**config.mk**
```make
export PLATFORM = sky130hd
export DESIGN_NAME = top_two_margin_classifier_top_flat
export DESIGN_NICKNAME = d
export VERILOG_FILES = /design/src/design/tmc_pkg.sv /design/src/design/tmc_ifs.sv /design/src/design/tmc_cfg_regs.sv /design/src/design/tmc_row_track.sv /design/src/design/tmc_result.sv /design/src/design/top_two_margin_classifier_top.sv /design/src/flat_wrapper.sv
export SDC_FILE = /design/constraint.sdc
export NUM_CORES = 1
export LEC_CHECK = 0
export BUFFER_PORTS_ARGS = -buffer_cell sky130_fd_sc_hd__buf_2
export CAP_MARGIN = 20
export CORE_MARGIN = 3
export CORE_UTILIZATION = 40
export CTS_CLUSTER_DIAMETER = 80
export DETAILED_ROUTE_END_ITERATION = 7
export PLACE_DENSITY = 0.56
export REMOVE_ABC_BUFFERS = 1
export SLEW_MARGIN = 20
export SYNTH_ARGS = -nofsm -noshare
export SYNTH_HDL_FRONTEND = slang
export SYNTH_HIERARCHICAL = 1
export SYNTH_SLANG_ARGS = --single-unit
export TNS_END_PERCENT = 50
```
**constraint.sdc**
```tcl
create_clock -name clk -period 6.05 [get_ports clk]
set_input_delay 1.21 -clock clk [delete_from_list [all_inputs] [get_ports clk]]
set_output_delay 1.21 -clock clk [all_outputs]
set_load 0.1 [all_outputs]
```
**src/design/tmc_pkg.sv**
```systemverilog
// Shared types and constants of the top-two margin classifier.
`timescale 1ns / 1ps

package tmc_pkg;

	localparam int CLASS_INDEX_W = 6;
	localparam int STATUS_W      = 2;
	localparam int CFG_INDEX_W   = 1;

	typedef logic [STATUS_W-1:0] status_t;

	localparam status_t STATUS_ACCEPT     = 2'd0;
	localparam status_t STATUS_NO_ABOVE   = 2'd1;
	localparam status_t STATUS_LOW_MARGIN = 2'd2;

	typedef logic [CFG_INDEX_W-1:0] cfg_index_t;

	localparam cfg_index_t CFG_THRESHOLD     = 1'b0;
	localparam cfg_index_t CFG_MARGIN_BUFFER = 1'b1;

	typedef struct packed {
		logic valid;
		logic have_second;
		logic any_above;
	} row_flags_t;

endpackage

```
**src/design/tmc_ifs.sv**
```systemverilog
// Channel interfaces: score requests, result requests and register writes.
`timescale 1ns / 1ps

interface tmc_score_if #(parameter int SCORE_WIDTH = 16);
	logic                          valid;
	logic                          ready;
	logic signed [SCORE_WIDTH-1:0] score;
	logic                          last;

	modport source (output valid, output score, output last, input ready);
	modport sink   (input valid, input score, input last, output ready);
endinterface

interface tmc_result_if #(parameter int SCORE_WIDTH = 16);
	import tmc_pkg::*;
	logic                     valid;
	logic                     ready;
	status_t                  status;
	logic [CLASS_INDEX_W-1:0] class_index;
	logic [SCORE_WIDTH-1:0]   margin;

	modport source (output valid, output status, output class_index, output margin,
		input ready);
	modport sink   (input valid, input status, input class_index, input margin,
		output ready);
endinterface

interface tmc_cfg_if #(parameter int SCORE_WIDTH = 16);
	import tmc_pkg::*;
	logic                   valid;
	logic                   ready;
	cfg_index_t             index;
	logic [SCORE_WIDTH-1:0] data;

	modport source (output valid, output index, output data, input ready);
	modport sink   (input valid, input index, input data, output ready);
endinterface

```
**src/design/tmc_cfg_regs.sv**
```systemverilog
// Configuration registers: threshold and margin buffer.
`timescale 1ns / 1ps

module tmc_cfg_regs #(
	parameter int SCORE_WIDTH = 16
) (
	input  logic                          clk,
	input  logic                          arst_n,
	tmc_cfg_if.sink                       cfg_ch,
	output logic signed [SCORE_WIDTH-1:0] threshold_q,
	output logic [SCORE_WIDTH-1:0]        margin_buffer_q
);
	import tmc_pkg::*;

	assign cfg_ch.ready = 1'b1;

	always_ff @(posedge clk or negedge arst_n) begin
		if (!arst_n) begin
			threshold_q     <= '0;
			margin_buffer_q <= '0;
		end else if (cfg_ch.valid) begin
			unique case (cfg_ch.index)
				CFG_THRESHOLD:     threshold_q     <= signed'(cfg_ch.data);
				CFG_MARGIN_BUFFER: margin_buffer_q <= cfg_ch.data;
				default: ;
			endcase
		end
	end

endmodule

```
**src/design/tmc_row_track.sv**
```systemverilog
// Input stage and running best/second/threshold state over one row.
`timescale 1ns / 1ps

module tmc_row_track #(
	parameter int MAX_CLASSES = 64,
	parameter int SCORE_WIDTH = 16,
	localparam int IDX_W = $clog2(MAX_CLASSES)
) (
	input  logic                          clk,
	input  logic                          arst_n,
	tmc_score_if.sink                     score_ch,
	input  logic                          advance,
	input  logic signed [SCORE_WIDTH-1:0] threshold,
	output tmc_pkg::row_flags_t           flags_s2,
	output logic signed [SCORE_WIDTH-1:0] best_s2,
	output logic signed [SCORE_WIDTH-1:0] second_s2,
	output logic [IDX_W-1:0]              best_pos_s2
);
	import tmc_pkg::*;

	localparam int POS_W = $clog2(MAX_CLASSES + 1);

	logic                          valid_s1;
	logic signed [SCORE_WIDTH-1:0] score_s1;
	logic                          last_s1;

	logic [POS_W-1:0]              pos_q, pos_n;
	logic                          have2_q, have2_n;
	logic                          any_q, any_n;
	logic signed [SCORE_WIDTH-1:0] best_q, best_n;
	logic signed [SCORE_WIDTH-1:0] second_q, second_n;
	logic [IDX_W-1:0]              bpos_q, bpos_n;
	logic                          in_range;
	logic                          step;

	assign score_ch.ready = advance;
	assign step           = advance && valid_s1;
	assign in_range       = pos_q < POS_W'(MAX_CLASSES);

	always_ff @(posedge clk or negedge arst_n) begin
		if (!arst_n) begin
			valid_s1 <= 1'b0;
		end else if (advance) begin
			valid_s1 <= score_ch.valid;
		end
	end

	always_ff @(posedge clk) begin
		if (advance && score_ch.valid) begin
			score_s1 <= score_ch.score;
			last_s1  <= score_ch.last;
		end
	end

	// scores past MAX_CLASSES leave the state alone
	always_comb begin
		pos_n    = pos_q;
		have2_n  = have2_q;
		any_n    = any_q;
		best_n   = best_q;
		second_n = second_q;
		bpos_n   = bpos_q;
		if (in_range) begin
			pos_n = pos_q + POS_W'(1);
			any_n = any_q || (score_s1 > threshold);
			if (pos_q == '0) begin
				best_n = score_s1;
				bpos_n = '0;
			end else if (!have2_q) begin
				have2_n = 1'b1;
				if (score_s1 > best_q) begin
					second_n = best_q;
					best_n   = score_s1;
					bpos_n   = pos_q[IDX_W-1:0];
				end else begin
					second_n = score_s1;
				end
			end else if (score_s1 > best_q) begin
				second_n = best_q;
				best_n   = score_s1;
				bpos_n   = pos_q[IDX_W-1:0];
			end else if (score_s1 > second_q) begin
				second_n = score_s1;
			end
		end
	end

	always_ff @(posedge clk or negedge arst_n) begin
		if (!arst_n) begin
			pos_q   <= '0;
			have2_q <= 1'b0;
			any_q   <= 1'b0;
		end else if (step) begin
			if (last_s1) begin
				pos_q   <= '0;
				have2_q <= 1'b0;
				any_q   <= 1'b0;
			end else begin
				pos_q   <= pos_n;
				have2_q <= have2_n;
				any_q   <= any_n;
			end
		end
	end

	// value registers are qualified by pos_q and have2_q
	always_ff @(posedge clk) begin
		if (step) begin
			best_q   <= best_n;
			second_q <= second_n;
			bpos_q   <= bpos_n;
		end
	end

	always_ff @(posedge clk or negedge arst_n) begin
		if (!arst_n) begin
			flags_s2 <= '0;
		end else if (advance) begin
			flags_s2.valid       <= valid_s1 && last_s1;
			flags_s2.have_second <= have2_n;
			flags_s2.any_above   <= any_n;
		end
	end

	always_ff @(posedge clk) begin
		if (step && last_s1) begin
			best_s2     <= best_n;
			second_s2   <= second_n;
			best_pos_s2 <= bpos_n;
		end
	end

endmodule

```
**src/design/tmc_result.sv**
```systemverilog
// Margin, status decision and output register.
`timescale 1ns / 1ps

module tmc_result #(
	parameter int MAX_CLASSES = 64,
	parameter int SCORE_WIDTH = 16,
	localparam int IDX_W = $clog2(MAX_CLASSES)
) (
	input  logic                          clk,
	input  logic                          arst_n,
	input  tmc_pkg::row_flags_t           flags_s2,
	input  logic signed [SCORE_WIDTH-1:0] best_s2,
	input  logic signed [SCORE_WIDTH-1:0] second_s2,
	input  logic [IDX_W-1:0]              best_pos_s2,
	input  logic [SCORE_WIDTH-1:0]        margin_buffer,
	output logic                          advance,
	tmc_result_if.source                  result_ch
);
	import tmc_pkg::*;

	logic                             out_valid_q;
	logic [SCORE_WIDTH:0]             diff;
	logic [SCORE_WIDTH-1:0]           margin;
	status_t                          status;
	logic [IDX_W+CLASS_INDEX_W-1:0]   pos_ext;

	// best never falls below second, so the difference fits unsigned
	assign diff    = {best_s2[SCORE_WIDTH-1], best_s2} - {second_s2[SCORE_WIDTH-1], second_s2};
	assign margin  = flags_s2.have_second ? diff[SCORE_WIDTH-1:0] : '1;
	assign pos_ext = {{CLASS_INDEX_W{1'b0}}, best_pos_s2};

	always_comb begin
		if (!flags_s2.any_above) begin
			status = STATUS_NO_ABOVE;
		end else if (margin < margin_buffer) begin
			status = STATUS_LOW_MARGIN;
		end else begin
			status = STATUS_ACCEPT;
		end
	end

	assign advance         = !out_valid_q || result_ch.ready;
	assign result_ch.valid = out_valid_q;

	always_ff @(posedge clk or negedge arst_n) begin
		if (!arst_n) begin
			out_valid_q <= 1'b0;
		end else if (advance) begin
			out_valid_q <= flags_s2.valid;
		end
	end

	always_ff @(posedge clk) begin
		if (advance && flags_s2.valid) begin
			result_ch.status      <= status;
			result_ch.class_index <= pos_ext[CLASS_INDEX_W-1:0];
			result_ch.margin      <= margin;
		end
	end

endmodule

```
**src/design/top_two_margin_classifier_top.sv**
```systemverilog
// Top level of the top-two margin classifier.
`timescale 1ns / 1ps

// channel    role     payload
// score_ch   sink     score (signed Q8.8), last
// result_ch  source   status, class_index, margin (Q8.8)
// cfg_ch     sink     index, data (0 threshold, 1 margin_buffer)
//
// One score request per cycle while no result is held; a last score, once taken,
// reaches result_ch through the row-state and output registers.
// Reset clears row position and flags (not the value registers), both registers and all valid flags.
// A held result stalls the whole pipe; score_ch.ready drops only then.
// Register writes are always taken.

module top_two_margin_classifier_top #(
	parameter int MAX_CLASSES = 64,
	parameter int SCORE_WIDTH = 16
) (
	input  logic         clk,
	input  logic         arst_n,
	tmc_score_if.sink    score_ch,
	tmc_result_if.source result_ch,
	tmc_cfg_if.sink      cfg_ch
);
	import tmc_pkg::*;

	localparam int IDX_W = $clog2(MAX_CLASSES);

	logic signed [SCORE_WIDTH-1:0] threshold_q;
	logic [SCORE_WIDTH-1:0]        margin_buffer_q;
	logic                          advance;
	row_flags_t                    flags_s2;
	logic signed [SCORE_WIDTH-1:0] best_s2;
	logic signed [SCORE_WIDTH-1:0] second_s2;
	logic [IDX_W-1:0]              best_pos_s2;

	tmc_cfg_regs #(
		.SCORE_WIDTH (SCORE_WIDTH)
	) u_cfg (
		.clk             (clk),
		.arst_n          (arst_n),
		.cfg_ch          (cfg_ch),
		.threshold_q     (threshold_q),
		.margin_buffer_q (margin_buffer_q)
	);

	tmc_row_track #(
		.MAX_CLASSES (MAX_CLASSES),
		.SCORE_WIDTH (SCORE_WIDTH)
	) u_track (
		.clk         (clk),
		.arst_n      (arst_n),
		.score_ch    (score_ch),
		.advance     (advance),
		.threshold   (threshold_q),
		.flags_s2    (flags_s2),
		.best_s2     (best_s2),
		.second_s2   (second_s2),
		.best_pos_s2 (best_pos_s2)
	);

	tmc_result #(
		.MAX_CLASSES (MAX_CLASSES),
		.SCORE_WIDTH (SCORE_WIDTH)
	) u_result (
		.clk           (clk),
		.arst_n        (arst_n),
		.flags_s2      (flags_s2),
		.best_s2       (best_s2),
		.second_s2     (second_s2),
		.best_pos_s2   (best_pos_s2),
		.margin_buffer (margin_buffer_q),
		.advance       (advance),
		.result_ch     (result_ch)
	);

endmodule

```
**src/flat_wrapper.sv**
```systemverilog
// flat-port wrapper written by rule: the top's interface ports become plain ports
module top_two_margin_classifier_top_flat import tmc_pkg::*;
#(
	parameter int MAX_CLASSES = 64,
	parameter int SCORE_WIDTH = 16
)
  (clk, arst_n, score_ch_valid, score_ch_score, score_ch_last, score_ch_ready, result_ch_valid, result_ch_status, result_ch_class_index, result_ch_margin, result_ch_ready, cfg_ch_valid, cfg_ch_index, cfg_ch_data, cfg_ch_ready);
  tmc_score_if #(.SCORE_WIDTH(SCORE_WIDTH)) score_ch_i ();
  tmc_result_if #(.SCORE_WIDTH(SCORE_WIDTH)) result_ch_i ();
  tmc_cfg_if #(.SCORE_WIDTH(SCORE_WIDTH)) cfg_ch_i ();
  input  logic clk;
  input  logic arst_n;
  input wire logic [$bits(score_ch_i.valid)-1:0] score_ch_valid;
  input wire logic [$bits(score_ch_i.score)-1:0] score_ch_score;
  input wire logic [$bits(score_ch_i.last)-1:0] score_ch_last;
  output wire logic [$bits(score_ch_i.ready)-1:0] score_ch_ready;
  output wire logic [$bits(result_ch_i.valid)-1:0] result_ch_valid;
  output wire logic [$bits(result_ch_i.status)-1:0] result_ch_status;
  output wire logic [$bits(result_ch_i.class_index)-1:0] result_ch_class_index;
  output wire logic [$bits(result_ch_i.margin)-1:0] result_ch_margin;
  input wire logic [$bits(result_ch_i.ready)-1:0] result_ch_ready;
  input wire logic [$bits(cfg_ch_i.valid)-1:0] cfg_ch_valid;
  input wire logic [$bits(cfg_ch_i.index)-1:0] cfg_ch_index;
  input wire logic [$bits(cfg_ch_i.data)-1:0] cfg_ch_data;
  output wire logic [$bits(cfg_ch_i.ready)-1:0] cfg_ch_ready;
  assign score_ch_i.valid = score_ch_valid;
  assign score_ch_i.score = score_ch_score;
  assign score_ch_i.last = score_ch_last;
  assign score_ch_ready = score_ch_i.ready;
  assign result_ch_valid = result_ch_i.valid;
  assign result_ch_status = result_ch_i.status;
  assign result_ch_class_index = result_ch_i.class_index;
  assign result_ch_margin = result_ch_i.margin;
  assign result_ch_i.ready = result_ch_ready;
  assign cfg_ch_i.valid = cfg_ch_valid;
  assign cfg_ch_i.index = cfg_ch_index;
  assign cfg_ch_i.data = cfg_ch_data;
  assign cfg_ch_ready = cfg_ch_i.ready;
  top_two_margin_classifier_top #(.MAX_CLASSES(MAX_CLASSES), .SCORE_WIDTH(SCORE_WIDTH)) u_core (.clk(clk), .arst_n(arst_n), .score_ch(score_ch_i), .result_ch(result_ch_i), .cfg_ch(cfg_ch_i));
endmodule
```
# Word level (Yosys, flattened, before mapping)
# Cells that the tools add are included.
dict set report totals {
  ff_bits 163
  in_bits 39
  output_inout_bits 27
  wordCells 63
}
dict set report op_classes {
  addsub 2
  magnitude_cmp 5
  muxes 21
  n_bitwise 1
  n_reduce_logical 13
}
# operator count
set ops {}
lappend ops {{two-way mux 16 bit} 10}
lappend ops {{> comparator 16 bit} 3}
lappend ops {{two-way mux 6 bit} 3}
lappend ops {{less-than comparator 16 bit} 1}
lappend ops {{subtractor 16 bit} 1}
lappend ops {{two-way mux 7 bit} 2}
lappend ops {{adder 7 x 1 -> 7 bit, second input constant} 1}
lappend ops {{logical NOT 7 bit} 1}
lappend ops {{less-than comparator 7 bit, second input constant} 1}
lappend ops {{AND reduction 2 bit} 3}
lappend ops {{logical AND 1 bit} 5}
lappend ops {{two-way mux 1 bit} 5}
lappend ops {{logical OR 1 bit} 2}
lappend ops {{two-way mux 2 bit} 1}
lappend ops {{nonzero test 2 bit} 1}
lappend ops {{logical NOT 1 bit} 1}
lappend ops {{inverter 1 bit} 1}

# Logic depth before layout (Yosys ltp)
dict set report logic_depth {
  depth_word 6
  ltp_mapped 15
  mapped_depth_nobuf 15
}

# Hierarchy
# The synthesis kept the hierarchy.
# module n_inst cells_per_inst area_each_um2 seq_area_each_um2
set by_module_without_submodules {}
lappend by_module_without_submodules {tmc_row_track 1 412 5321.4 3118.0}
lappend by_module_without_submodules {tmc_result 1 227 2103.3 745.7}
lappend by_module_without_submodules {tmc_cfg_regs 1 71 1263.7 800.8}

# Worst setup path after synthesis
# No wires, ideal clock.
dict set report synth_path {
  path_type {in2reg}
  from {input port result_ch_ready}
  to {register u_core.u_track.pos_q[5]}
  setup_ps 101
  arrival_time_ps 3250
  required_ps 5949
  setup_slack_ps 2699
  cell_stages 7
  path_buffers 0
  path_cell_list {nand2b_1 -> nand2_1 -> inv_1 -> o21a_1 -> nand4_1 -> or3_1 -> a21oi_1}
}
dict set report synth_between {
  elab_chain_cells 3
}
# element line
set synth_rtl {}
lappend synth_rtl {{from (decl)} flat_wrapper.sv:21} ;# input wire logic [$bits(result_ch_i.ready)-1:0] result_ch_ready;
lappend synth_rtl {{logical OR 1 bit} tmc_result.sv:42} ;# assign advance = !out_valid_q || result_ch.ready;
lappend synth_rtl {{logical AND 1 bit} tmc_row_track.sv:37} ;# assign step = advance && valid_s1;
lappend synth_rtl {{named net u_core.u_track.step} tmc_row_track.sv:34} ;# logic step;
lappend synth_rtl {{AND reduction 2 bit (no line)} -}
lappend synth_rtl {{to (signal assigned)} tmc_row_track.sv:99} ;# pos_q <= pos_n;
lappend synth_rtl {{to (decl)} tmc_row_track.sv:27} ;# logic [POS_W-1:0] pos_q, pos_n;
# The timed path passes the listed nets, and every way through them passes these cells.
# A chain may end at the register's enable or synchronous reset.

# Final worst setup path
dict set report layout_path {
  from {register u_core.u_track.best_s2[0]}
  to {register u_core.u_result.result_ch.status[1], data pin}
}
dict set report layout_between {
  elab_chain_cells 4
}
# element line
set layout_rtl {}
lappend layout_rtl {{from (decl)} tmc_row_track.sv:15} ;# output logic signed [SCORE_WIDTH-1:0] best_s2,
lappend layout_rtl {{from (signal assigned)} tmc_row_track.sv:127} ;# best_s2 <= best_n;
lappend layout_rtl {{subtractor 16 bit} tmc_result.sv:28} ;# assign diff = {best_s2[SCORE_WIDTH-1], best_s2} - {second_s2[SCORE_WIDTH-1], second_s2};
lappend layout_rtl {{two-way mux 16 bit} tmc_result.sv:29} ;# assign margin = flags_s2.have_second ? diff[SCORE_WIDTH-1:0] : '1;
lappend layout_rtl {{named net u_core.u_result.margin[8]} tmc_result.sv:23} ;# logic [SCORE_WIDTH-1:0] margin;
lappend layout_rtl {{less-than comparator 16 bit} tmc_result.sv:35} ;# end else if (margin < margin_buffer) begin
lappend layout_rtl {{two-way mux 2 bit} tmc_result.sv:35}
lappend layout_rtl {{to (decl)} tmc_ifs.sv:22} ;# modport source (output valid, output status, output class_index, output margin,
# The timed path passes the listed nets, and every way through them passes these cells.

==> impl_metrics.tcl <==
set metrics [dict create \
    outcome "finished clean" \
    clock_sinks 163 \
    avgViaCountPerCell 5.309 \
    worstMarginPinSlew_ns 0.9511 \
    post-route-period-util 0.6007 \
    grt_overflow_total 0 \
    rows 53 \
    cts_setup_buffers 0 \
    dp_slack_ns 2.454 \
    syn_avg_cell_area_sq_um 12.24 \
    track_usage 0.1697 \
    synth_xor_area_frac 0.01008 \
    combPwrFrac 0.392 \
    die_h_microns 153.4 \
    max-cap-violations 0 \
    routedWlPerCell_microns 18.36 \
    synth_compound_area_frac 0.1184 \
    skew_ns 0.01412 \
    cts.path.max_buffers 2 \
    ys_warn_count 6 \
    finalSetupViolCount 0 \
    tns_ns 0 \
    holdWs_ns 0.4215 \
    synth_area_sq_um 8688 \
    synth_edf_count 117 \
    cts.clk_slew.worst_paths_ns 0.07 \
    synth_top_area_frac 0.4044 \
    timing.setup.critical_path_class "reg -> reg" \
    grt_pass1_vias 5866 \
    diodes 0 \
    synth_area_leader_cell "edfxtp_1" \
    dp_hpwl_microns 14490 \
    yosys_most_used_dff "edfxtp_1" \
    final_layout_size_suffix_gt1_frac 0.2210 \
    power.internal_mw 2.838 \
    finalHoldViolCount 0 \
    synthMuxAreaShare 0.07042 \
    synth_seq_cells 163 \
    min_path_type "reg -> reg" \
    antenna_found_initial 0 \
    cts_resized 0 \
    swShare 0.3900 \
    die_area_sq_um 23530 \
    start_util 0.4107 \
    gp_congestion 0.8229 \
    rsz0062_at_grt "false" \
    synth_cells 710 \
    root_buffer "clkbuf_16" \
    yosysMostFrequentCell "edfxtp_1" \
    period_needed_ns 3.634 \
    seq_area_frac_synth 0.5369 \
    cts_tree "built" \
    routed-via-count 5665 \
    dr.first_iter.drc_count 410 \
    synth-simple-area-share 0.08986 \
    synth_fa_ha_area_frac 0.1175 \
    p_per_area_nw_per_um2 471.8 \
    nets 899 \
    critPathLaunchType "flip-flop" \
    io_pins 66 \
    postRouteAntennaNets 0 \
    h-tree-depth 4 \
    fmax_ghz 0.2752 \
    p_clk_frac 0.236 \
    r2r_slack_ns 2.42 \
    synth.lib_cells_used.distinct 65 \
    timing.final.ws_setup_ns 2.416 \
    synth_common_cells "edfxtp_1 (117), inv_1 (94), ha_1 (80)" \
    firstDrtPassIters 7 \
    synth_top_family_by_area "compound AO/OA/AOI/OAI gates" \
    worstSkewPairLatency_ns 0.43 \
    core_area_sq_um 21150 \
    hold_buffers 0 \
    worstPathMaxFanout 3 \
    ys_async_sr_fraction 0.2822 \
    slew_headroom 0.3659 \
    io_buffers 64 \
    slew_viol_final 0 \
    wirelength_microns 19590 \
    cp.arrival_ns 3.82 \
    grt_max_degree 47 \
    num-fill-cells 1904 \
    ir_drop_v 0.0001914 \
    ys_top_cells_by_area "edfxtp_1 (40%), dfrtp_1 (13%), ha_1 (12%)" \
    power.total_mw 4.653 \
    p_sw_mw 1.815 \
    fp.dieW_microns 153.4 \
    required_ns 6.23 \
    cts_buffers 17 \
    cp-end-kind "flip-flop" \
    seqPwrFrac 0.372 \
    p_leak_nw 4.212 \
    grt_pass1_wl_microns 31590 \
    syn_to_final_growth_pct 13.51 \
    drc 0 \
]
## worst paths after layout
kind	startpoint	to	depth (start not counted)
max in group asynchronous	arst_n	u_core/u_cfg/threshold_q[1]$_DFFE_PN0P_	1
worst min-delay path	u_core/u_track/best_pos_s2[5]$_DFFE_PP_	u_core/u_result/result_ch.class_index[5]$_DFFE_PP_	0
worst max-delay path	u_core/u_track/best_s2[0]$_DFFE_PP_	u_core/u_result/result_ch.status[1]$_SDFFCE_PN0P_	15
min in group asynchronous	arst_n	u_core/u_track/flags_s2[1]$_DFFE_PN0P_	1
worst max register to register	u_core/u_track/best_s2[0]$_DFFE_PP_	u_core/u_result/result_ch.status[1]$_SDFFCE_PN0P_	15
worst min register to register	u_core/u_track/best_pos_s2[5]$_DFFE_PP_	u_core/u_result/result_ch.class_index[5]$_DFFE_PP_	0
## flip-flops by register name, indices dropped and copies added, names as in the netlist, 2 cells and up
name	cells
u_core/u_track/pos_q	7
u_core/u_result/result_ch.status	2
u_core/u_result/result_ch.class_index	6
u_core/u_track/best_s2	16
u_core/u_track/score_s1	16
u_core/u_track/flags_s2	3
u_core/u_cfg/threshold_q	16
u_core/u_track/best_q	16
u_core/u_result/result_ch.margin	16
u_core/u_track/second_s2	16
u_core/u_track/best_pos_s2	6
u_core/u_track/second_q	16
u_core/u_track/bpos_q	6
u_core/u_cfg/margin_buffer_q	16
## logic make-up (layout without fill, tap and decap cells)
kind of cell / count (synthesis) / count (layout)
buf+inv: 113 / 195
compound gates: 138 / 138
xor+xnor: 10 / 10
flops: 163 / 163
simple gates: 153 / 153
fa+ha+maj: 81 / 81
mux: 51 / 51
other cells: 1 / 1
## layout by cell type (no fill, tap or decap), types with 3 or more instances in the layout
| cell type | instances |
|---|---|
| nand2_1 | 53 |
| a21oi_1 | 36 |
| xor2_1 | 6 |
| buf_4 | 6 |
| o21a_1 | 7 |
| o221ai_2 | 10 |
| xnor2_1 | 4 |
| edfxtp_1 | 117 |
| a41oi_1 | 3 |
| a211oi_1 | 5 |
| clkinv_4 | 5 |
| o21ai_0 | 24 |
| inv_6 | 6 |
| o221ai_1 | 6 |
| a22o_1 | 6 |
| a31oi_1 | 4 |
| nand3_1 | 20 |
| a21o_1 | 12 |
| nor2b_1 | 9 |
| clkbuf_16 | 17 |
| and2_1 | 3 |
| nor2_1 | 18 |
| buf_2 | 63 |
| ha_1 | 80 |
| or3_1 | 3 |
| and4_1 | 3 |
| mux2_2 | 40 |
| dfrtp_1 | 46 |
| nand2b_1 | 7 |
| nor3_1 | 8 |
| and3_1 | 4 |
| nand4_1 | 12 |
| mux2_4 | 10 |
| inv_1 | 94 |
## critical path, stage by stage, from the launching register on
cell	delay [ns]
edfxtp_1	0.36
inv_1	0.07
ha_1	0.16
inv_1	0.05
fa_1	0.40
a21oi_1	0.23
o21ai_1	0.17
a21o_1	0.21
a21oi_1	0.15
mux2_2	0.37
ha_1	0.19
a21o_1	0.18
a21o_1	0.17
a21oi_1	0.13
o21ai_0	0.11
a2111oi_0	0.45
## stage by stage
step,std cells,area (sq um),util
6_report,1067,9862,0.4662
3_5_place_dp,1035,9258,0.4376
4_1_cts,1067,9854,0.4658
2_1_floorplan,691,8551,-
3_3_place_gp,1035,9258,0.4376
5_1_grt,1067,9862,0.4662
## layout make-up
type,instances,area (sq um),area share
Clock buffer,17,425.4,0.04314
Inverter,94,352.8,0.03578
Tap cell,275,344.1,0.03489
Timing Repair Buffer,69,360.3,0.03654
Multi-Input combinational cell,434,3543,0.3593
Sequential cell,163,4664,0.4730
Clock inverter,15,171.4,0.01738
## layer usage
metal  part of all wire  track usage
met1               0.49       0.2433
met4              0.012      0.04752
met3              0.054      0.04190
met5                  0            0
met2               0.45       0.2581
## power groups by stage
| stage | clock, mW | sequential [mW] | combinational [mW] |
|---|---|---|---|
| floorplan | 0 | 1.93 | 1.15 |
| global placement | 0 | 1.75 | 1.76 |
| detailed placement | 0 | 1.75 | 1.82 |
| CTS | 1.12 | 1.73 | 1.83 |
| global route | 1.17 | 1.76 | 2.02 |
| finish | 1.10 | 1.73 | 1.83 |
Power figures use the tool's default switching activity.
